File: config.mk
export PLATFORM = sky130hd
export DESIGN_NAME = gmpa_ram
export DESIGN_NICKNAME = d
export VERILOG_FILES = /design/src/rtl/core/gmpa_pkg.sv /design/src/rtl/core/gmpa_ram.sv
export SDC_FILE = /design/constraint.sdc
export NUM_CORES = 1
export LEC_CHECK = 0
export ABC_AREA = 1
export BUFFER_PORTS_ARGS = -buffer_cell sky130_fd_sc_hd__buf_2
export CAP_MARGIN = 20
export CORE_UTILIZATION = 45
export DETAILED_ROUTE_END_ITERATION = 16
export GPL_TIMING_DRIVEN = 0
export REMOVE_ABC_BUFFERS = 1
export SLEW_MARGIN = 20
export SYNTH_ARGS = -nofsm -noshare
export SYNTH_HDL_FRONTEND = slang
export SYNTH_SLANG_ARGS = --single-unit
File: constraint.sdc
create_clock -name clk -period 2 [get_ports clk]
set_input_delay 0.1 -clock clk [delete_from_list [all_inputs] [get_ports clk]]
set_output_delay 0.1 -clock clk [all_outputs]
set_load 0.03 [all_outputs]
File: src/rtl/core/gmpa_pkg.sv
// Shared constants, types and helpers of the grouped matrix-vector partial accumulator.
package gmpa_pkg;

	localparam int GROUPS_MAX_DEF    = 4;
	localparam int PENCILS_MAX_DEF   = 8;
	localparam int IN_DEPTH_MAX_DEF  = 16;
	localparam int OUT_DEPTH_MAX_DEF = 16;

	localparam int VALUE_W = 16;
	localparam int PROD_W  = 32;
	localparam int ACC_W   = 40;
	localparam int DEPTH_W = 5;
	localparam int GROUP_W = 3;
	localparam int CFG_W   = 5;

	localparam logic [1:0] REG_IN_DEPTH   = 2'd0;
	localparam logic [1:0] REG_OUT_DEPTH  = 2'd1;
	localparam logic [1:0] REG_NUM_GROUPS = 2'd2;

	localparam logic MODE_WEIGHT = 1'b0;
	localparam logic MODE_DATA   = 1'b1;

	typedef struct packed {
		logic [DEPTH_W-1:0] in_depth;
		logic [DEPTH_W-1:0] out_depth;
		logic [GROUP_W-1:0] num_groups;
	} cfg_t;

	typedef struct packed {
		logic load;
		logic first;
	} mac_ctrl_t;

	typedef enum logic [3:0] {
		ST_IDLE = 4'b0001,
		ST_READ = 4'b0010,
		ST_MUL  = 4'b0100,
		ST_ACC  = 4'b1000
	} seq_state_t;

	function automatic int addr_w(input int depth);
		return (depth > 1) ? $clog2(depth) : 1;
	endfunction

endpackage

File: src/rtl/core/gmpa_ram.sv
// Generic single-write, single-read RAM with registered read data.
module gmpa_ram import gmpa_pkg::*; #(
	parameter int WIDTH = 16,
	parameter int DEPTH = 16
) (
	input  logic                      clk,
	input  logic                      we,
	input  logic [addr_w(DEPTH)-1:0] waddr,
	input  logic [WIDTH-1:0]          wdata,
	input  logic [addr_w(DEPTH)-1:0] raddr,
	output logic [WIDTH-1:0]          rdata
);

	logic [WIDTH-1:0] mem_q [DEPTH];

	always_ff @(posedge clk) begin
		if (we) begin
			mem_q[waddr] <= wdata;
		end
		rdata <= mem_q[raddr];
	end

endmodule

==> flow_summary.toml <==
[global_route]
grt_pass1_vias = 6811
antenna_found_initial = 0
grt_pass1_wl_um = 38800
use_met1_pct = 26.2
grt_overflow_total = 0
grt.busiest_layer = "met2"
grtUsageMet3_pct = 2.72
grt_max_degree = 92
grtUsageMet2_pct = 34.2
grt_util_all_layers_pct = 19.9

[clock_tree]
clk_latency_ns = 0.54
clock-sinks = 272
cts_root_buffer = "clkbuf_16"
post_cts_buffers = 0
path_clk_slew_ns = 0.06
cts_made_buffers = 29
tritoncts = "yes"
max-clock-path-buffers = 3
cts_resized = 0
htreeDepth = 1

[power_and_ir_drop]
ir_worst_vdd_mv = 0.658
power.density_nw_per_um2 = 947
p_leak_uw = 0.00552
power.total_uw = 12400

[timing]
setup_viol = 0
max_slew_margin_pct = 34.8
finalHoldViolCount = 0
worst_pin_slew_ns = 0.979
min_period_ns = 1.51
slew_viol_final = 0
finClkSkew_ns = 0.00944
timing.fmax_ghz = 0.664
period_share_pct = 75.3
rsz0062_at_grt = "no"

[cells_and_area]
multiInputGateArea_um2 = 2440
utilization_pct = 53.3
stdcell_area_um2 = 13100
fill_cells = 2151
mostFrequentLayoutCell = "nand2_1"
antennaDiodeCount = 0
syn_to_final_growth_pct = 14.8
fin_nets = 1144
final-seq-area_um2 = 8010
layout-drive-gt1-share_pct = 9.39
mostFrequentLayoutCells = "nand2_1 (341), edfxtp_1 (256), inv_1 (195)"

[logic_synthesis]
synth_compound_area_share_pct = 0
synth_simple_gate_area_share_pct = 20.4
synthAdderAreaFrac_pct = 0
synth_xor_area_share_pct = 0
ys_ff_latch = 272
syn_avg_cell_area_um2 = 10.6
yosys_warnings = 0
muxShareOfSynthArea_pct = 0
synthCells = 1074
synth_cell_types = 13
yosysSeqAreaShare_pct = 70.4
synth_top_family_by_area = "simple AND/OR/NAND/NOR gates"
synth.cell_area_um2 = 11400

[route]
ant_nets = 0
drt_iter0_drc = 500
first_pass_iters = 6
wl_per_cell_um = 17.1
drc_errors = 0
num_vias = 7247
drt_wl_total_um = 25000
via_per_inst = 4.95

[setup_path]
critPathMaxFanout = 91
cp-end-kind = "flop"
r2r_slack_ns = 1.00
r2r_start = "mem_q[12][2]"
critical_path.endpoint = "rdata[12]"
startpoint = "raddr[0]"
r2r_end = "rdata[2]"
worst-setup-path-type = "input pin to flop"
cp-start-kind = "input pin"
crit_arrival_ns = 1.91
required_ns = 2.41
rr_worst_depth = 6

[flow_run]
drv_cap = 0

[die]
die_w_um = 161
fp.coreArea_um2 = 24500
initial_core_util_pct = 46.4
die_y_um = 161
dieArea_um2 = 25900
io_pins = 42
fp-row-count = 57

[min_path]
hold_class = "input pin to flop"

[placement]
dp_hpwl_um = 12300
io_buffers = 41
gp_congestion = 0.715
placed_cell_area_um2 = 12000

[status]
outcome = "finished clean"
-- cells in the mapped netlist --
cell | count | area share [%]
buf_6 | 3 | 0.30
buf_1 | 1 | 0.033
nand3b_1 | 2 | 0.13
buf_4 | 18 | 1.2
buf_2 | 19 | 0.84
nand2_1 | 341 | 11
edfxtp_1 | 256 | 68
nand3_1 | 193 | 8.5
nor2_1 | 17 | 0.56
inv_2 | 2 | 0.066
clkbuf_1 | 10 | 0.33
dfxtp_1 | 16 | 2.8
inv_1 | 196 | 6.5
-- cell families (layout without fill, tap and decap cells) --
| group | count (synthesis) | after routing |
|---|---|---|
| buffers and inverters | 249 | 315 |
| flip-flops | 272 | 272 |
| AND/OR/NAND/NOR | 553 | 553 |
-- repair_timing --
item                                    4_1_cts  5_1_grt
endpoints found under the hold margin       256        0
endpoints found under the setup margin        0        0
hold buffers                                 16        0
-- layout make-up --
type / count / area share, %
Clock buffer: 41 / 6.20
Inverter: 198 / 5.74
Timing Repair Buffer: 64 / 4.13
Tap cell: 324 / 3.10
Multi-Input combinational cell: 553 / 18.7
Sequential cell: 272 / 61.3
Clock inverter: 12 / 0.852
-- how the worst min path moves through the flow --
stage / end / cells past startpoint / start
final: rdata[6] / 5 / raddr[1]
after global routing: rdata[10] / 5 / raddr[1]
after CTS: rdata[6] / 5 / raddr[1]
after detailed placement: mem_q[5][3] / 1 / wdata[3]
after global placement: mem_q[2][1] / 1 / wdata[1]
after floorplan: mem_q[0][0] / 0 / wdata[0]
-- critical path, stage by stage --
cell     delay [ns]
buf_6          0.27
buf_16         0.37
inv_6          0.28
buf_16         0.31
nand2_1        0.10
nand2_1        0.05
nand2_1        0.05
nand3_1        0.10
nand3_1        0.11
nand2_1        0.11
-- state kept, by name (all words and copies together) (netlist names) --
name and cells:
rdata 16, mem_q 256
-- through the flow --
step	hold slack, ns	std cells	TNS [ns]	setup WS, ns
after floorplan	0.199	1023	0	0.412
after global placement	0.477	1388	-170.45	-3.04
after detailed placement	0.486	1395	-0.178	-0.0632
after CTS	0.0743	1464	0	0.490
after global routing	0.101	1464	0	0.363
final	0.0938	1464	0	0.494
-- power by group --
part | internal (µW) | leakage [µW] | switching [µW]
registers | 6370 | 0.00245 | 29.5
clock network | 3060 | 0.000452 | 2100
logic | 235 | 0.00262 | 585
-- layer usage --
layer,part of all wire (%),up-vias
met5,0,-
li1,-,3560
met1,41,3389
met2,49,250
met3,7.1,48
met4,2.6,0
No activity file was read; power rests on OpenSTA's default activity.
