**src/rtl/core/gmpa_pkg.sv**
```systemverilog
// Shared constants, types and helpers of the grouped matrix-vector partial accumulator.
package gmpa_pkg;

	localparam int GROUPS_MAX_DEF    = 4;
	localparam int PENCILS_MAX_DEF   = 8;
	localparam int IN_DEPTH_MAX_DEF  = 16;
	localparam int OUT_DEPTH_MAX_DEF = 16;

	localparam int VALUE_W = 16;
	localparam int PROD_W  = 32;
	localparam int ACC_W   = 40;
	localparam int DEPTH_W = 5;
	localparam int GROUP_W = 3;
	localparam int CFG_W   = 5;

	localparam logic [1:0] REG_IN_DEPTH   = 2'd0;
	localparam logic [1:0] REG_OUT_DEPTH  = 2'd1;
	localparam logic [1:0] REG_NUM_GROUPS = 2'd2;

	localparam logic MODE_WEIGHT = 1'b0;
	localparam logic MODE_DATA   = 1'b1;

	typedef struct packed {
		logic [DEPTH_W-1:0] in_depth;
		logic [DEPTH_W-1:0] out_depth;
		logic [GROUP_W-1:0] num_groups;
	} cfg_t;

	typedef struct packed {
		logic load;
		logic first;
	} mac_ctrl_t;

	typedef enum logic [3:0] {
		ST_IDLE = 4'b0001,
		ST_READ = 4'b0010,
		ST_MUL  = 4'b0100,
		ST_ACC  = 4'b1000
	} seq_state_t;

	function automatic int addr_w(input int depth);
		return (depth > 1) ? $clog2(depth) : 1;
	endfunction

endpackage

```
**src/rtl/core/gmpa_mac.sv**
```systemverilog
// Shared multiply-accumulate unit with a registered product and 40-bit saturation.
module gmpa_mac import gmpa_pkg::*; (
	input  logic                      clk,
	input  mac_ctrl_t                 ctrl,
	input  logic signed [VALUE_W-1:0] weight,
	input  logic signed [VALUE_W-1:0] data,
	input  logic signed [ACC_W-1:0]   acc_in,
	output logic signed [ACC_W-1:0]   result
);

	logic signed [PROD_W-1:0] prod_q;
	logic signed [ACC_W-1:0]  acc_q;
	logic                     first_q;
	logic signed [ACC_W:0]    sum;

	always_ff @(posedge clk) begin
		if (ctrl.load) begin
			prod_q  <= PROD_W'(weight) * PROD_W'(data);
			acc_q   <= acc_in;
			first_q <= ctrl.first;
		end
	end

	always_comb begin
		sum = (ACC_W+1)'(acc_q) + (ACC_W+1)'(prod_q);
		if (first_q) begin
			result = ACC_W'(prod_q);
		end else if (sum[ACC_W] != sum[ACC_W-1]) begin
			result = sum[ACC_W] ? {1'b1, {(ACC_W-1){1'b0}}} : {1'b0, {(ACC_W-1){1'b1}}};
		end else begin
			result = sum[ACC_W-1:0];
		end
	end

endmodule

```
**config.mk**
```make
export PLATFORM = sky130hd
export DESIGN_NAME = gmpa_mac
export DESIGN_NICKNAME = d
export VERILOG_FILES = /design/src/rtl/core/gmpa_pkg.sv /design/src/rtl/core/gmpa_mac.sv
export SDC_FILE = /design/constraint.sdc
export NUM_CORES = 1
export LEC_CHECK = 0
export BUFFER_PORTS_ARGS = -buffer_cell sky130_fd_sc_hd__buf_2
export CAP_MARGIN = 25
export CORE_UTILIZATION = 45
export DETAILED_ROUTE_END_ITERATION = 7
export GPL_TIMING_DRIVEN = 0
export HOLD_SLACK_MARGIN = 0.02
export PLACE_DENSITY_LB_ADDON = 0.08
export SLEW_MARGIN = 30
export SYNTH_ARGS = -nofsm -noshare
export SYNTH_HDL_FRONTEND = slang
export SYNTH_SLANG_ARGS = --single-unit
```
**constraint.sdc**
```tcl
create_clock -name clk -period 7.87 [get_ports clk]
set_clock_uncertainty 0.05 [all_clocks]
set_input_delay 0.787 -clock clk [delete_from_list [all_inputs] [get_ports clk]]
set_output_delay 0.787 -clock clk [all_outputs]
set_load 0.01 [all_outputs]
```
==> metrics.cfg, run 1 <==
[run_status]
status=complete, no violations

[detailed_routing]
top_layer_used=met4
wl_met1_mm=17.91
drtPass1Iterations=7
wl_per_cell_um=17.84
wl_met2_mm=17.55
wl_met3_mm=2.170
drc=0
ant_nets=0
dr_total_vias=11170
wirelength_mm=38.26
drt-initial-drc-count=649
viasPerCell=5.206

[synth]
synth-edff-count=73
syn_nets=2032
ys_types=71
ys_top_cells_by_area=fa_1, edfxtp_1, ha_1
yosys_warnings=0
synth_top_area_share_pct=35.14
yosys_most_used_dff=edfxtp_1
synth_area_sq_mm=0.01498
synth.avg_cell_area_sq_um=9.531
synth_most_common_cell=inv_1
synth_top_area_cell=fa_1
synth_seq_cells=73
synthArstFlopShare_pct=0
synth_top_cells_by_count=inv_1, fa_1, nand2_1, and2_1, ha_1
ys_seq_area_share_pct=14.63
syn_inst=1572

[floorplan]
io_pins=115
die_h_um=184.5
core_area_sq_mm=0.03262
dieArea_sq_mm=0.03403
start_util_pct=45.93
dieWidth_um=184.5
num_rows=66

[job]
maxCapViolCount=0

[timing]
finalHoldViolations=0
min_period_over_period_pct=94.93
max_slew.worst_pin.slew_ps=869.3
setup_viol=0
fin_setup_tns_ps=0
slew_violations=0
slew_headroom_pct=41.66
max_clock_freq_mhz=133.8
layout_min_cycle_time_ps=7471
rsz0062_at_grt=false

[worst_setup_path]
cp_slowest_cell=clkbuf_1
worstPathMaxFanout=10
crit_chain=buf_2 -> clkbuf_1 -> nand2_1 -> fa_1 -> inv_1 -> fa_1 -> inv_1 -> fa_1 -> inv_1 -> fa_1 -> fa_1 -> inv_1 -> fa_1 -> inv_1 -> ha_1 -> a21o_1 -> a21o_1 -> a2111oi_0 -> o31ai_1 -> nand2_1 -> o21a_1 -> o21a_1 -> mux2i_1 -> o2111ai_1
required_ps=7880
crit_path_end_kind=flip-flop
critPathMostFrequentCell=fa_1
path_class=input port to flip-flop
critPathMaxStageDelay_ps=560
worstPathArrival_ps=7480
worstSetupStartpointType=input port

[clocking]
clk_path_buf_depth=2
cts_made_buffers=9
clkSinkCount=73
clk_pin_slew_worst_paths_ps=70
cts_root_buffer=clkbuf_16
cts_tree=built
htreeDepth=3
cts_setup_buffers=0
ctsHoldBuffers=0
ctsResizeCount=0

[final_layout]
layout.nets=2158
drive_gt1_share_pct=9.454
fill_cells=3107
areaGrowthSynthToFinish_pct=9.603
n_antenna_cell=0

[min_path]
hold_path_class=input port to flip-flop

[global_routing]
grt_pass1_wl_mm=62.33
antenna_found_initial=0
grt_max_degree=43
grt_pass1_vias=11760
grt-ovfl-total=0
grt_usage_pct=23.84

[placed_design]
hpwl_mm=32.72
gp_congestion=0.9200
port_buffers=114

registers in the layout, summed over array words and instances, names as in the netlist:
signal / cells
first_q: 1
acc_q: 40
prod_q: 32
cells by family (layout without fill, tap and decap cells):
kind of cell	count (synthesis)	after routing	share of synthesized area, %
multiplexers	6	6	0.4259
flip-flops	73	73	14.63
AND/OR/NAND/NOR	420	420	14.14
buffers and inverters	345	476	8.735
AO/OA/AOI/OAI	276	276	12.68
XOR/XNOR	65	65	3.925
adder cells (fa/ha/maj)	387	387	45.46
layout make-up:
type / count / area [sq um] / area share (%)
Tap cell: 442 / 553.0 / 3.368
Inverter: 294 / 1104 / 6.720
Multi-Input combinational cell: 1154 / 11480 / 69.92
Sequential cell: 73 / 2192 / 13.35
Clock inverter: 7 / 67.56 / 0.4114
Buffer: 51 / 205.2 / 1.250
Timing Repair Buffer: 115 / 593.1 / 3.611
Clock buffer: 9 / 225.2 / 1.371
metrics by stage:
stage	std cells	area (sq um)	hold slack [ps]	setup slack, ps	utilization (%)
after global routing	2145	16420	554.2	110.9	50.35
final	2145	16420	558.3	398.9	50.35
after CTS	2145	16420	551.6	390.6	50.35
after floorplan	1572	14980	835.9	1344	-
after detailed placement	2129	16130	915.1	46.87	49.45
after global placement	2128	16110	914.9	69.98	49.38
placed cells by master (no fill, tap or decap), drive strengths merged, types with 32 or more instances in the layout:
cell type | Yosys | final
clkbuf | 44 | 53
a21oi | 69 | 69
inv | 293 | 298
and2 | 128 | 128
o21ai | 64 | 64
edfxtp | 73 | 73
ha | 122 | 122
buf | 7 | 122
a21o | 32 | 32
fa | 263 | 263
nor2 | 41 | 41
nand2 | 161 | 161
xnor2 | 48 | 48
worst paths after layout:
kind	slack, ps	from	depth (start not counted)	endpoint
worst min-delay path	560	acc_in[39]	1	acc_q[39]
worst max-delay path	400	weight[7]	24	prod_q[28]
worst max-delay path: cells and delay by family:
family / cells / cell delay (ps)
AO/OA/AOI/OAI: 7 / 1780
buffers and inverters: 7 / 1040
AND/OR/NAND/NOR: 2 / 360
adder cells (fa/ha/maj): 7 / 3280
multiplexers: 1 / 210
metal layers:
layer	vias up	GRT usage, %
met1	5485	33.29
met3	35	2.509
met2	319	39.71
met5	-	0
met4	0	5.600
li1	5327	-
Power of run 1 is not shown: default switching activity piles up to over one toggle a cycle in this logic, so the estimate is an artifact.
==> run 2: changes to the inputs <==
==> constraint.sdc (replaced) <==
create_clock -name clk -period 6.6 [get_ports clk]
set_clock_uncertainty 0.05 [all_clocks]
set_input_delay 0.66 -clock clk [delete_from_list [all_inputs] [get_ports clk]]
set_output_delay 0.66 -clock clk [all_outputs]
set_load 0.01 [all_outputs]
==> metrics.cfg, run 2 (same netlist as run 1, synthesis figures left out) <==
[clocking]
clk_path_buf_depth=2
ctsHoldBuffers=0
cts_root_buffer=clkbuf_16
cts_tree=built
clkSinkCount=73
cts_made_buffers=9
htreeDepth=3
clk_pin_slew_worst_paths_ps=70

[placed_design]
hpwl_mm=32.72
gp_congestion=0.9200
port_buffers=114

[final_layout]
areaGrowthSynthToFinish_pct=11.02
reg_top3=acc_q: 40 flops, prod_q: 32 flops, first_q: 1 flops
layout.nets=2153
drive_gt1_share_pct=11.96
top_register=acc_q
fill_cells=3100
n_antenna_cell=0
mostFrequentLayoutCells=inv_1, fa_1, nand2_1
largest_reg_flops=40
layout_commonest_cell=inv_1

[worst_setup_path]
worstPathMaxFanout=10
path_class=input port to flip-flop
worstSetupStartpointType=input port
crit_path_end_kind=flip-flop
required_ps=6620
worstPathArrival_ps=6450

[timing]
max_clock_freq_mhz=155.6
hold_slack_ps=429.9
layout_min_cycle_time_ps=6428
slew_headroom_pct=37.99
max_slew.worst_pin.slew_ps=923.9
setup_viol=0
finalHoldViolations=0
min_period_over_period_pct=97.40
slew_violations=0

[detailed_routing]
wl_per_cell_um=17.68
dr_total_vias=11110
viasPerCell=5.193
wirelength_mm=37.84
drt-initial-drc-count=593
drc=0
ant_nets=0
drtPass1Iterations=6

[global_routing]
antenna_found_initial=0
grt_max_degree=43
grt_pass1_wl_mm=61.81
grt_usage_pct=23.54
grt-ovfl-total=0
grt_pass1_vias=11670

[floorplan]
num_rows=66
core_area_sq_mm=0.03262
dieArea_sq_mm=0.03403
io_pins=115
dieWidth_um=184.5
die_h_um=184.5
start_util_pct=45.93

[job]
maxCapViolCount=0

[run_status]
status=complete, no violations

[min_path]
hold_path_class=input port to flip-flop

run 2: worst max-delay path, cell delays in order:
cell	delay [ps]
buf_2	240
buf_6	210
nand2_1	90
fa_1	560
inv_1	50
fa_1	510
fa_1	570
fa_1	430
fa_1	490
inv_1	50
fa_1	470
inv_1	60
ha_4	240
a21o_1	190
a21o_1	210
a2111oi_4	410
o31ai_4	140
nand2_2	130
o21a_1	180
o21a_4	170
mux2i_2	230
o2111ai_2	150
run 2: area by class of cell:
type	count	area, sq um	share of cell area, %
clock buffer	9	225.2	1.354
clock inverter	7	67.56	0.4062
sequential	73	2192	13.18
inverter	294	1104	6.634
buffer	42	275.3	1.655
timing repair buffer	119	628.1	3.776
tap	442	553.0	3.325
multi-input combinational	1154	11590	69.67
run 2: what timing repair did:
action | in CTS | in global routing
pin swaps | 1 | 10
setup buffers | 0 | 4
endpoints found under the setup margin | 9 | 6
resized for setup | 35 | 59
run 2: worst paths after layout:
path | from | endpoint | slack (ps) | depth (start not counted)
worst max-delay path | weight[8] | prod_q[28] | 170 | 22
worst min-delay path | acc_in[8] | acc_q[8] | 430 | 1
run 2: metal layers:
metal | global-route usage [%] | wire [um] | vias up
met3 | 1.956 | 1853 | 29
met4 | 4.433 | 496 | 0
met1 | 33.54 | 18190 | 5459
met5 | 0 | 0 | -
met2 | 39.32 | 17290 | 309
li1 | - | - | 5317
run 2: metrics by stage:
| stage | instances | utilization (%) | TNS, ps | instance area (sq um) | setup WS [ps] |
|---|---|---|---|---|---|
| 2_1_floorplan | 1572 | - | 0 | 14980 | 200.6 |
| 3_3_place_gp | 2128 | 49.38 | -7190 | 16110 | -1073 |
| 3_5_place_dp | 2129 | 49.45 | -7405 | 16130 | -1096 |
| 4_1_cts | 2138 | 50.55 | 0 | 16490 | 21.59 |
| 5_1_grt | 2140 | 51.00 | -35.21 | 16630 | -35.21 |
| 6_report | 2140 | 51.00 | 0 | 16630 | 171.8 |
Power of run 2 is left out for the same reason.
