$ cat config.mk
export PLATFORM = sky130hd
export DESIGN_NAME = gmpa_seq_flat
export DESIGN_NICKNAME = d
export VERILOG_FILES = /design/src/rtl/core/gmpa_pkg.sv /design/src/rtl/core/gmpa_if.sv /design/src/rtl/core/gmpa_seq.sv /design/src/flat_wrapper.sv
export SDC_FILE = /design/constraint.sdc
export NUM_CORES = 1
export LEC_CHECK = 0
export ABC_AREA = 1
export BUFFER_PORTS_ARGS = -buffer_cell sky130_fd_sc_hd__buf_2
export CAP_MARGIN = 0
export CELL_PAD_IN_SITES_DETAIL_PLACEMENT = 0
export CELL_PAD_IN_SITES_GLOBAL_PLACEMENT = 1
export CORE_MARGIN = 4
export CORE_UTILIZATION = 34
export DETAILED_ROUTE_END_ITERATION = 16
export GPL_TIMING_DRIVEN = 0
export MAX_ROUTING_LAYER = met4
export PLACE_DENSITY = 0.83
export SETUP_SLACK_MARGIN = 0.3
export SLEW_MARGIN = 20
export SYNTH_ARGS = -nofsm -noshare
export SYNTH_HDL_FRONTEND = slang
export SYNTH_SLANG_ARGS = --single-unit
export TNS_END_PERCENT = 20
$ cat constraint.sdc
create_clock -name clk -period 2.95 [get_ports clk]
set_input_delay 0.295 -clock clk [delete_from_list [all_inputs] [get_ports clk]]
set_output_delay 0.295 -clock clk [all_outputs]
set_load 0.01 [all_outputs]
$ cat src/rtl/core/gmpa_pkg.sv
// Shared constants, types and helpers of the grouped matrix-vector partial accumulator.
package gmpa_pkg;

	localparam int GROUPS_MAX_DEF    = 4;
	localparam int PENCILS_MAX_DEF   = 8;
	localparam int IN_DEPTH_MAX_DEF  = 16;
	localparam int OUT_DEPTH_MAX_DEF = 16;

	localparam int VALUE_W = 16;
	localparam int PROD_W  = 32;
	localparam int ACC_W   = 40;
	localparam int DEPTH_W = 5;
	localparam int GROUP_W = 3;
	localparam int CFG_W   = 5;

	localparam logic [1:0] REG_IN_DEPTH   = 2'd0;
	localparam logic [1:0] REG_OUT_DEPTH  = 2'd1;
	localparam logic [1:0] REG_NUM_GROUPS = 2'd2;

	localparam logic MODE_WEIGHT = 1'b0;
	localparam logic MODE_DATA   = 1'b1;

	typedef struct packed {
		logic [DEPTH_W-1:0] in_depth;
		logic [DEPTH_W-1:0] out_depth;
		logic [GROUP_W-1:0] num_groups;
	} cfg_t;

	typedef struct packed {
		logic load;
		logic first;
	} mac_ctrl_t;

	typedef enum logic [3:0] {
		ST_IDLE = 4'b0001,
		ST_READ = 4'b0010,
		ST_MUL  = 4'b0100,
		ST_ACC  = 4'b1000
	} seq_state_t;

	function automatic int addr_w(input int depth);
		return (depth > 1) ? $clog2(depth) : 1;
	endfunction

endpackage

$ cat src/rtl/core/gmpa_if.sv
// Input and result channel interfaces of the grouped matrix-vector partial accumulator.
interface gmpa_in_if import gmpa_pkg::*; ();
	logic                      valid;
	logic                      ready;
	logic                      mode;
	logic [1:0]                group;
	logic [2:0]                pencil;
	logic [3:0]                in_index;
	logic [3:0]                out_index;
	logic signed [VALUE_W-1:0] value;

	modport source(output valid, mode, group, pencil, in_index, out_index, value, input ready);
	modport sink(input valid, mode, group, pencil, in_index, out_index, value, output ready);
endinterface

interface gmpa_out_if import gmpa_pkg::*; ();
	logic                    valid;
	logic                    ready;
	logic [2:0]              out_pencil;
	logic [3:0]              out_channel;
	logic signed [ACC_W-1:0] partial_sum;
	logic                    last;

	modport source(output valid, out_pencil, out_channel, partial_sum, last, input ready);
	modport sink(input valid, out_pencil, out_channel, partial_sum, last, output ready);
endinterface

$ cat src/rtl/core/gmpa_seq.sv
// Sequencer that steps one data element through all output channels and drives the results.
module gmpa_seq import gmpa_pkg::*; #(
	parameter int GROUPS_MAX    = GROUPS_MAX_DEF,
	parameter int PENCILS_MAX   = PENCILS_MAX_DEF,
	parameter int IN_DEPTH_MAX  = IN_DEPTH_MAX_DEF,
	parameter int OUT_DEPTH_MAX = OUT_DEPTH_MAX_DEF,
	parameter int WA            = addr_w(GROUPS_MAX * OUT_DEPTH_MAX * IN_DEPTH_MAX),
	parameter int AA            = addr_w(PENCILS_MAX * OUT_DEPTH_MAX)
) (
	input  logic                      clk,
	input  logic                      arst_n,
	input  cfg_t                      cfg,
	gmpa_in_if.sink                   item,
	gmpa_out_if.source                result,
	output logic                      w_we,
	output logic [WA-1:0]             w_waddr,
	output logic [WA-1:0]             w_raddr,
	output logic                      a_we,
	output logic [AA-1:0]             a_addr,
	output logic signed [VALUE_W-1:0] data,
	output mac_ctrl_t                 mac_ctrl,
	input  logic signed [ACC_W-1:0]   mac_result
);

	localparam int KW = $clog2(OUT_DEPTH_MAX + 1);

	seq_state_t                state_q;
	logic [KW-1:0]             k_q;
	logic [1:0]                grp_q;
	logic [2:0]                pen_q;
	logic [3:0]                ic_q;
	logic                      first_q;
	logic                      emit_q;
	logic signed [VALUE_W-1:0] data_q;
	logic                      out_valid_q;
	logic [2:0]                out_pencil_q;
	logic [3:0]                out_channel_q;
	logic signed [ACC_W-1:0]   partial_sum_q;
	logic                      last_q;

	logic [DEPTH_W-1:0] id;
	logic [DEPTH_W-1:0] od;
	logic [GROUP_W-1:0] ng;
	logic               accept;
	logic               in_range;
	logic               acc_stall;
	logic               acc_go;
	logic               k_last;

	always_comb begin
		id = (32'(cfg.in_depth) > IN_DEPTH_MAX) ? DEPTH_W'(IN_DEPTH_MAX) : cfg.in_depth;
		od = (32'(cfg.out_depth) > OUT_DEPTH_MAX) ? DEPTH_W'(OUT_DEPTH_MAX) : cfg.out_depth;
		ng = (32'(cfg.num_groups) > GROUPS_MAX) ? GROUP_W'(GROUPS_MAX) : cfg.num_groups;
	end

	assign item.ready = (state_q == ST_IDLE);
	assign accept     = item.valid && item.ready;
	assign in_range   = (32'(item.group) < 32'(ng)) && (32'(item.in_index) < 32'(id));

	assign w_we    = accept && in_range && (item.mode == MODE_WEIGHT)
	                 && (32'(item.out_index) < 32'(od));
	assign w_waddr = WA'((32'(item.group) * OUT_DEPTH_MAX + 32'(item.out_index)) * IN_DEPTH_MAX
	                 + 32'(item.in_index));
	assign w_raddr = WA'((32'(grp_q) * OUT_DEPTH_MAX + 32'(k_q)) * IN_DEPTH_MAX + 32'(ic_q));
	assign a_addr  = AA'(32'(pen_q) * OUT_DEPTH_MAX + 32'(k_q));
	assign data    = data_q;

	assign acc_stall = emit_q && out_valid_q && !result.ready;
	assign acc_go    = (state_q == ST_ACC) && !acc_stall;
	assign a_we      = acc_go;
	assign k_last    = (32'(k_q) == 32'(od) - 1);

	assign mac_ctrl.load  = (state_q == ST_MUL);
	assign mac_ctrl.first = first_q;

	always_ff @(posedge clk or negedge arst_n) begin
		if (!arst_n) begin
			state_q <= ST_IDLE;
			k_q     <= '0;
		end else begin
			case (state_q)
				ST_IDLE: begin
					if (accept && in_range && (item.mode == MODE_DATA)
					    && (32'(item.pencil) < PENCILS_MAX) && (od != '0)) begin
						state_q <= ST_READ;
						k_q     <= '0;
					end
				end
				ST_READ: state_q <= ST_MUL;
				ST_MUL:  state_q <= ST_ACC;
				ST_ACC: begin
					if (acc_go) begin
						if (k_last) begin
							state_q <= ST_IDLE;
						end else begin
							state_q <= ST_READ;
							k_q     <= k_q + 1'b1;
						end
					end
				end
				default: state_q <= ST_IDLE;
			endcase
		end
	end

	always_ff @(posedge clk) begin
		if (accept) begin
			grp_q   <= item.group;
			pen_q   <= item.pencil;
			ic_q    <= item.in_index;
			data_q  <= item.value;
			first_q <= (item.group == 2'd0) && (item.in_index == 4'd0);
			emit_q  <= (32'(item.group) == 32'(ng) - 1) && (32'(item.in_index) == 32'(id) - 1);
		end
	end

	always_ff @(posedge clk or negedge arst_n) begin
		if (!arst_n) begin
			out_valid_q <= 1'b0;
		end else if (acc_go && emit_q) begin
			out_valid_q <= 1'b1;
		end else if (result.ready) begin
			out_valid_q <= 1'b0;
		end
	end

	always_ff @(posedge clk) begin
		if (acc_go && emit_q) begin
			out_pencil_q  <= pen_q;
			out_channel_q <= 4'(k_q);
			partial_sum_q <= mac_result;
			last_q        <= k_last;
		end
	end

	assign result.valid       = out_valid_q;
	assign result.out_pencil  = out_pencil_q;
	assign result.out_channel = out_channel_q;
	assign result.partial_sum = partial_sum_q;
	assign result.last        = last_q;

endmodule

$ cat src/flat_wrapper.sv
// flat-port wrapper written by rule: the top's interface ports become plain ports
module gmpa_seq_flat import gmpa_pkg::*;
#(
	parameter int GROUPS_MAX    = GROUPS_MAX_DEF,
	parameter int PENCILS_MAX   = PENCILS_MAX_DEF,
	parameter int IN_DEPTH_MAX  = IN_DEPTH_MAX_DEF,
	parameter int OUT_DEPTH_MAX = OUT_DEPTH_MAX_DEF,
	parameter int WA            = addr_w(GROUPS_MAX * OUT_DEPTH_MAX * IN_DEPTH_MAX),
	parameter int AA            = addr_w(PENCILS_MAX * OUT_DEPTH_MAX)
)
  (clk, arst_n, cfg, w_we, w_waddr, w_raddr, a_we, a_addr, data, mac_ctrl, mac_result, item_valid, item_mode, item_group, item_pencil, item_in_index, item_out_index, item_value, item_ready, result_valid, result_out_pencil, result_out_channel, result_partial_sum, result_last, result_ready);
  gmpa_in_if item_i ();
  gmpa_out_if result_i ();
  input  logic clk;
  input  logic arst_n;
  input  cfg_t cfg;
  output logic w_we;
  output logic [WA-1:0] w_waddr;
  output logic [WA-1:0] w_raddr;
  output logic a_we;
  output logic [AA-1:0] a_addr;
  output logic signed [VALUE_W-1:0] data;
  output mac_ctrl_t mac_ctrl;
  input  logic signed [ACC_W-1:0] mac_result;
  input wire logic [$bits(item_i.valid)-1:0] item_valid;
  input wire logic [$bits(item_i.mode)-1:0] item_mode;
  input wire logic [$bits(item_i.group)-1:0] item_group;
  input wire logic [$bits(item_i.pencil)-1:0] item_pencil;
  input wire logic [$bits(item_i.in_index)-1:0] item_in_index;
  input wire logic [$bits(item_i.out_index)-1:0] item_out_index;
  input wire logic [$bits(item_i.value)-1:0] item_value;
  output wire logic [$bits(item_i.ready)-1:0] item_ready;
  output wire logic [$bits(result_i.valid)-1:0] result_valid;
  output wire logic [$bits(result_i.out_pencil)-1:0] result_out_pencil;
  output wire logic [$bits(result_i.out_channel)-1:0] result_out_channel;
  output wire logic [$bits(result_i.partial_sum)-1:0] result_partial_sum;
  output wire logic [$bits(result_i.last)-1:0] result_last;
  input wire logic [$bits(result_i.ready)-1:0] result_ready;
  assign item_i.valid = item_valid;
  assign item_i.mode = item_mode;
  assign item_i.group = item_group;
  assign item_i.pencil = item_pencil;
  assign item_i.in_index = item_in_index;
  assign item_i.out_index = item_out_index;
  assign item_i.value = item_value;
  assign item_ready = item_i.ready;
  assign result_valid = result_i.valid;
  assign result_out_pencil = result_i.out_pencil;
  assign result_out_channel = result_i.out_channel;
  assign result_partial_sum = result_i.partial_sum;
  assign result_last = result_i.last;
  assign result_i.ready = result_ready;
  gmpa_seq #(.GROUPS_MAX(GROUPS_MAX), .PENCILS_MAX(PENCILS_MAX), .IN_DEPTH_MAX(IN_DEPTH_MAX), .OUT_DEPTH_MAX(OUT_DEPTH_MAX), .WA(WA), .AA(AA)) u_core (.clk(clk), .arst_n(arst_n), .cfg(cfg), .item(item_i), .result(result_i), .w_we(w_we), .w_waddr(w_waddr), .w_raddr(w_raddr), .a_we(a_we), .a_addr(a_addr), .data(data), .mac_ctrl(mac_ctrl), .mac_result(mac_result));
endmodule
==> results_dict.tcl, run 1 <==
set metrics [dict create \
    drive_above_1_share 0.468 \
    synth-edff-count 75 \
    ys.flop_type "edfxtp_1" \
    finalNonFillerCells 632 \
    drcViolationCount 0 \
    via_per_inst 4.41 \
    total_power_mw 2.88 \
    worstPathMaxFanout 4 \
    endpoint_kind "output port" \
    grt_max_degree 40 \
    crit_type "input port to output port" \
    ir_drop_v 0.000267 \
    outcome "finished clean" \
    period_share 0.796 \
    dieArea_sq_um 12600 \
    htreeDepth 3 \
    finalHoldViolCount 0 \
    grt_pass1_wl_um 14200 \
    min_period_ns 2.35 \
    async_reset_ff_frac 0.118 \
    multiInputGateArea_sq_um 922 \
    slew_violations 0 \
    worstPathArrival_ns 2.05 \
    clk_path_buf_depth 2 \
    ys_ff_latch 85 \
    ys_seq_area_frac 0.679 \
    avgSynthCellArea_sq_um 12.5 \
    wirelength_um 9060 \
    required_ns 2.65 \
    hold_path.class "input port to flip-flop" \
    maxCapViolCount 0 \
    dr.pass1.iters 4 \
    cts_made_buffers 9 \
    track_usage 0.147 \
    root_buffer "clkbuf_8" \
    core_area_sq_um 10500 \
    area.growth.synth_to_final_pct 35.3 \
    overflow 0 \
    drt_iter0_markers 186 \
    vias 2788 \
    synth_nets 398 \
    fin_setup_tns_ns 0 \
    relSlewSlack 0.313 \
    worst_clock_skew_ns 0.00527 \
    cts.clk_slew.worst_paths_ns 0.08 \
    dp_hpwl_um 7480 \
    die_h_um 112 \
    crit_path_start_kind "input port" \
    die-width_um 112 \
    tightest_slew_ns 1.03 \
    yosysWarnings 0 \
    powerDensity_nw_per_um2 577 \
    dp_cells 615 \
    ys_types 29 \
    grt_pass1_vias 2789 \
    synth_cells 295 \
    cts_tree "done" \
    cts.sink_count 85 \
    netlist_area_sq_um 3690 \
    ant_nets 0 \
    fill_cells 987 \
    n_antenna_cell 0 \
    antenna_found_initial 0 \
    pin_count 184 \
    io_buffers 183 \
    fmax_mhz 426 \
    seq_area_sq_um 2500 \
    power.leakage_nw 2.35 \
    start_util 0.353 \
    clkLatencyLatePin_ns 0.34 \
    rows 37 \
    setup_viol 0 \
    gp_congestion 0.819 \
    fin_nets 594 \
    grt_setup_unrepaired "no" \
    routedWlPerCell_um 14.3 \
]
[metrics by stage]
step	util	hold WS, ns	cell area, sq um	worst slack (ns)
after floorplan	-	-0.000591	3690	0.649
after global placement	0.456	0.173	4770	0.316
after detailed placement	0.458	0.175	4790	0.432
after CTS	0.477	0.0909	4990	0.486
after global routing	0.477	0.0770	4990	0.385
final	0.477	0.124	4990	0.601
[critical path: stages]
cell and delay (ns):
buf_2 0.10, nor2_1 0.12, nand2_1 0.09, o21ai_2 0.18
nand2_1 0.13, ha_1 0.31, nand2_1 0.07, nand2_1 0.04
nand3_1 0.06, nand2_1 0.05, nor2_1 0.18, nand2_1 0.07
nor3_1 0.18, buf_2 0.17
[area by class of cell]
class,count,area share
Tap cell,136,0.0341
Multi-Input combinational cell,158,0.185
Inverter,33,0.0248
Clock buffer,12,0.0271
Timing Repair Buffer,185,0.189
Sequential cell,85,0.502
Buffer,19,0.0286
Clock inverter,4,0.00977
[state kept, by name, summed over array words and instances (netlist names)]
register,count
u_core.result.partial_sum,40
u_core.data,16
u_core.k_q,5
u_core.ic_q,4
u_core.result.out_channel,4
u_core.state_q,4
u_core.pen_q,3
u_core.result.out_pencil,3
u_core.grp_q,2
u_core.emit_q,1
u_core.first_q,1
u_core.result.last,1
u_core.result.valid,1
[what timing repair did]
action                                 4_1_cts  5_1_grt
hold buffers                                 1        0
buffers inserted                             0        0
endpoints found under the hold margin        9        0
gates resized for setup                      0        1
setup endpoints to repair                    0        1
[path summary, 6_finish.rpt]
| check | from | cells past startpoint | to | slack, ns |
|---|---|---|---|---|
| setup / recovery | cfg[8] | 14 | w_we | 0.60 |
| setup reg to reg | u_core.state_q[3] | 3 | u_core.data[6] | 1.12 |
| hold / removal | mac_result[5] | 1 | u_core.result.partial_sum[5] | 0.12 |
| hold reg to reg | u_core.pen_q[0] | 0 | u_core.result.out_pencil[0] | 0.47 |
| max in group asynchronous | arst_n | 2 | u_core.state_q[0] | 2.35 |
| min in group asynchronous | arst_n | 2 | u_core.k_q[1] | 0.34 |
[cells in the mapped netlist (all sizes together), types with 2 or more instances]
master | n | area [sq um]
o21ai | 5 | 25.0
buf | 19 | 143
nand3 | 19 | 100
ha | 16 | 200
or2 | 2 | 12.5
xor2 | 6 | 52.6
inv | 33 | 124
a21oi | 3 | 15.0
nand2 | 59 | 246
dfrtp | 9 | 225
nor3 | 5 | 25.0
nor2 | 28 | 123
a22oi | 2 | 15.0
nand4 | 8 | 65.1
edfxtp | 75 | 2250
[report_power, final]
group	internal (mW)	switching, mW	total [mW]
clock	0.390	0.375	0.764
sequential	1.46	0.0456	1.51
combinational	0.230	0.375	0.605
[metal layers]
metal,GRT usage,vias to the layer above,part of all wire
li1,-,1386,-
met1,0.168,1272,0.41
met2,0.246,123,0.50
met3,0.0534,7,0.091
met4,0.0385,0,0.0065
met5,-,-,0
[kinds of logic (layout without fill, tap and decap cells)]
logic type / count (synthesis) / in the layout / synth area share
AOI/OAI and AO/OA: 13 / 13 / 0.0214
xor gates and xnor gates: 7 / 7 / 0.0166
adders and majority gates: 16 / 16 / 0.0543
buffers and inverters: 52 / 253 / 0.0723
DFF: 85 / 85 / 0.679
and+or+nand+nor: 122 / 122 / 0.157
[placed cells by master (no fill, tap or decap), types with 3 or more instances in the layout]
cell and count:
buf_2 183, edfxtp_1 75, nand2_1 53, inv_1 31, nor2_1 25, buf_4 19, nand3_1 18, ha_1 16
clkbuf_8 9, dfrtp_1 9, nand4_1 7, xor2_1 6, nor3_1 5, nand2_2 4, o21ai_0 4, a21oi_1 3
clkbuf_1 3
Note: power is estimated with default switching activity, not from simulation.
==> run 2, diff against run 1 <==
Settings changed: CORE_UTILIZATION 34 to 31, PLACE_DENSITY 0.83 to 0.8.
Clock period 2.95 ns to 2 ns, I/O delays scaled along.
==> run 2 against run 1 <==
Register-to-register slack lost 0.87 ns. Highest routed layer unchanged. Clock-buffer cell count shrank 3. Critical path type unchanged. Die area rose by 9.0%. Global-route usage fell by 1.5 points. Clock skew grew 0.0020 ns. Power is 78% higher. Largest cell class unchanged. First-iteration DRC count shrank 20%. Sequential share of layout area down 4.3 points. Clock power grew to 2.5 times the previous value. Worst hold slack worse by 0.083 ns. Flip-flop and latch count unchanged.
==> results_dict.tcl, run 2 (synthesis results as in run 1) <==
set metrics [dict create \
    outcome "finished clean" \
    grt_setup_unrepaired "yes" \
    layout_commonest_cell "buf_2" \
    track_usage 0.132 \
    place_ws_ns -0.360 \
    layout_common_cells "buf_2, edfxtp_1, nand2_1, inv_1, buf_4" \
    fmax_mhz 526 \
    power.leakage_nw 2.50 \
    finalHoldViolCount 0 \
    drt_iter0_markers 148 \
    place_area_sq_um 4810 \
    vias 2841 \
    drive_above_1_share 0.540 \
    cp_slowest_cell "ha_1" \
    worstPathMaxFanout 6 \
    endpoint_kind "output port" \
    final_util 0.474 \
    maxCapViolCount 0 \
    grt_pass1_wl_um 13400 \
    die-width_um 117 \
    worst_clock_skew_ns 0.00724 \
    antenna_found_initial 1 \
    fin_nets 607 \
    io_buffers 183 \
    fin_setup_tns_ns 0 \
    clkLatencyLatePin_ns 0.32 \
    drcViolationCount 0 \
    htreeDepth 3 \
    crit_type "input port to output port" \
    cts_tree "done" \
    clk_path_buf_depth 2 \
    fin_ws_ns 0.100 \
    largest_reg_flops 40 \
    cts.clk_slew.worst_paths_ns 0.07 \
    max_stage_delay_ns 0.30 \
    worstPathArrival_ns 1.70 \
    slew_violations 0 \
    via_per_inst 4.35 \
    relSlewSlack 0.613 \
    dr.pass1.iters 4 \
    gp_congestion 0.838 \
    rows 39 \
    tightest_slew_ns 0.580 \
    ant_nets 0 \
    finalInstanceArea_sq_um 5460 \
    root_buffer "clkbuf_16" \
    min_period_ns 1.90 \
    start_util 0.320 \
    grt_pass1_vias 2642 \
    cp_cell_sequence "buf_2 -> nor2_1 -> nand2_2 -> nand2_4 -> nand2_2 -> ha_1 -> a21o_1 -> a22oi_1 -> nand2_1 -> nor3_1 -> buf_2" \
    hold_path.class "input port to flip-flop" \
    fin_hold_ws_ns 0.0415 \
    finalNonFillerCells 653 \
    dp_cells 621 \
    grt_max_degree 28 \
    cts.sink_count 85 \
    period_share 0.950 \
    worst-path-buf-inv 2 \
    total_power_mw 5.13 \
    setup_viol 0 \
    area.growth.synth_to_final_pct 48.1 \
    dieArea_sq_um 13700 \
    routedWlPerCell_um 14.5 \
    pin_count 184 \
    required_ns 1.80 \
    crit_family "simple AND/OR/NAND/NOR gates" \
    ir_drop_v 0.000348 \
    cts_made_buffers 9 \
    die_h_um 117 \
    core_area_sq_um 11500 \
    powerDensity_nw_per_um2 939 \
    overflow 0 \
    dp_hpwl_um 7300 \
    crit_path_start_kind "input port" \
    wirelength_um 9480 \
]
==> run 2: layout make-up <==
cell class,count,area [sq um]
antenna,1,2.50
buffer,19,143
multi-input combinational,158,1080
tap,143,179
timing repair inverter,3,22.5
clock buffer,9,225
clock inverter,7,130
inverter,33,131
sequential,85,2500
fill,1055,6050
timing repair buffer,195,1040
==> run 2: worst paths after layout <==
| path | from | end | slack (ns) | cells after the start |
|---|---|---|---|---|
| worst max-delay path | cfg[5] | w_we | 0.10 | 11 |
| worst min-delay path | item_value[11] | u_core.data[11] | 0.04 | 1 |
| worst max register to register | u_core.state_q[0] | u_core.k_q[2] | 0.25 | 9 |
| worst min register to register | u_core.state_q[2] | u_core.state_q[2] | 0.50 | 1 |
| max in group asynchronous | arst_n | u_core.state_q[0] | 1.46 | 2 |
| min in group asynchronous | arst_n | u_core.k_q[1] | 0.28 | 2 |
==> run 2: what timing repair did <==
item                       in CTS  in global routing
gates resized for setup        21                 20
cloned                          2                  1
hold buffers                    1                  0
buffers inserted                5                  6
setup endpoints to repair      85                 77
hold endpoints to repair       10                  0
pin swaps                      11                 15
==> run 2: metal layers <==
| layer | global-route usage | wire (um) |
|---|---|---|
| met1 | 0.146 | 3680 |
| met2 | 0.225 | 4670 |
| met3 | 0.0432 | 987 |
| met4 | 0.0459 | 138 |
| met5 | - | 0 |
==> run 2: power by group <==
group          switching, mW  internal [mW]  leakage [nW]  total, mW
clock                  0.683           1.24         0.174       1.93
combinational          0.588          0.379          1.51      0.967
sequential            0.0767           2.16         0.808       2.24
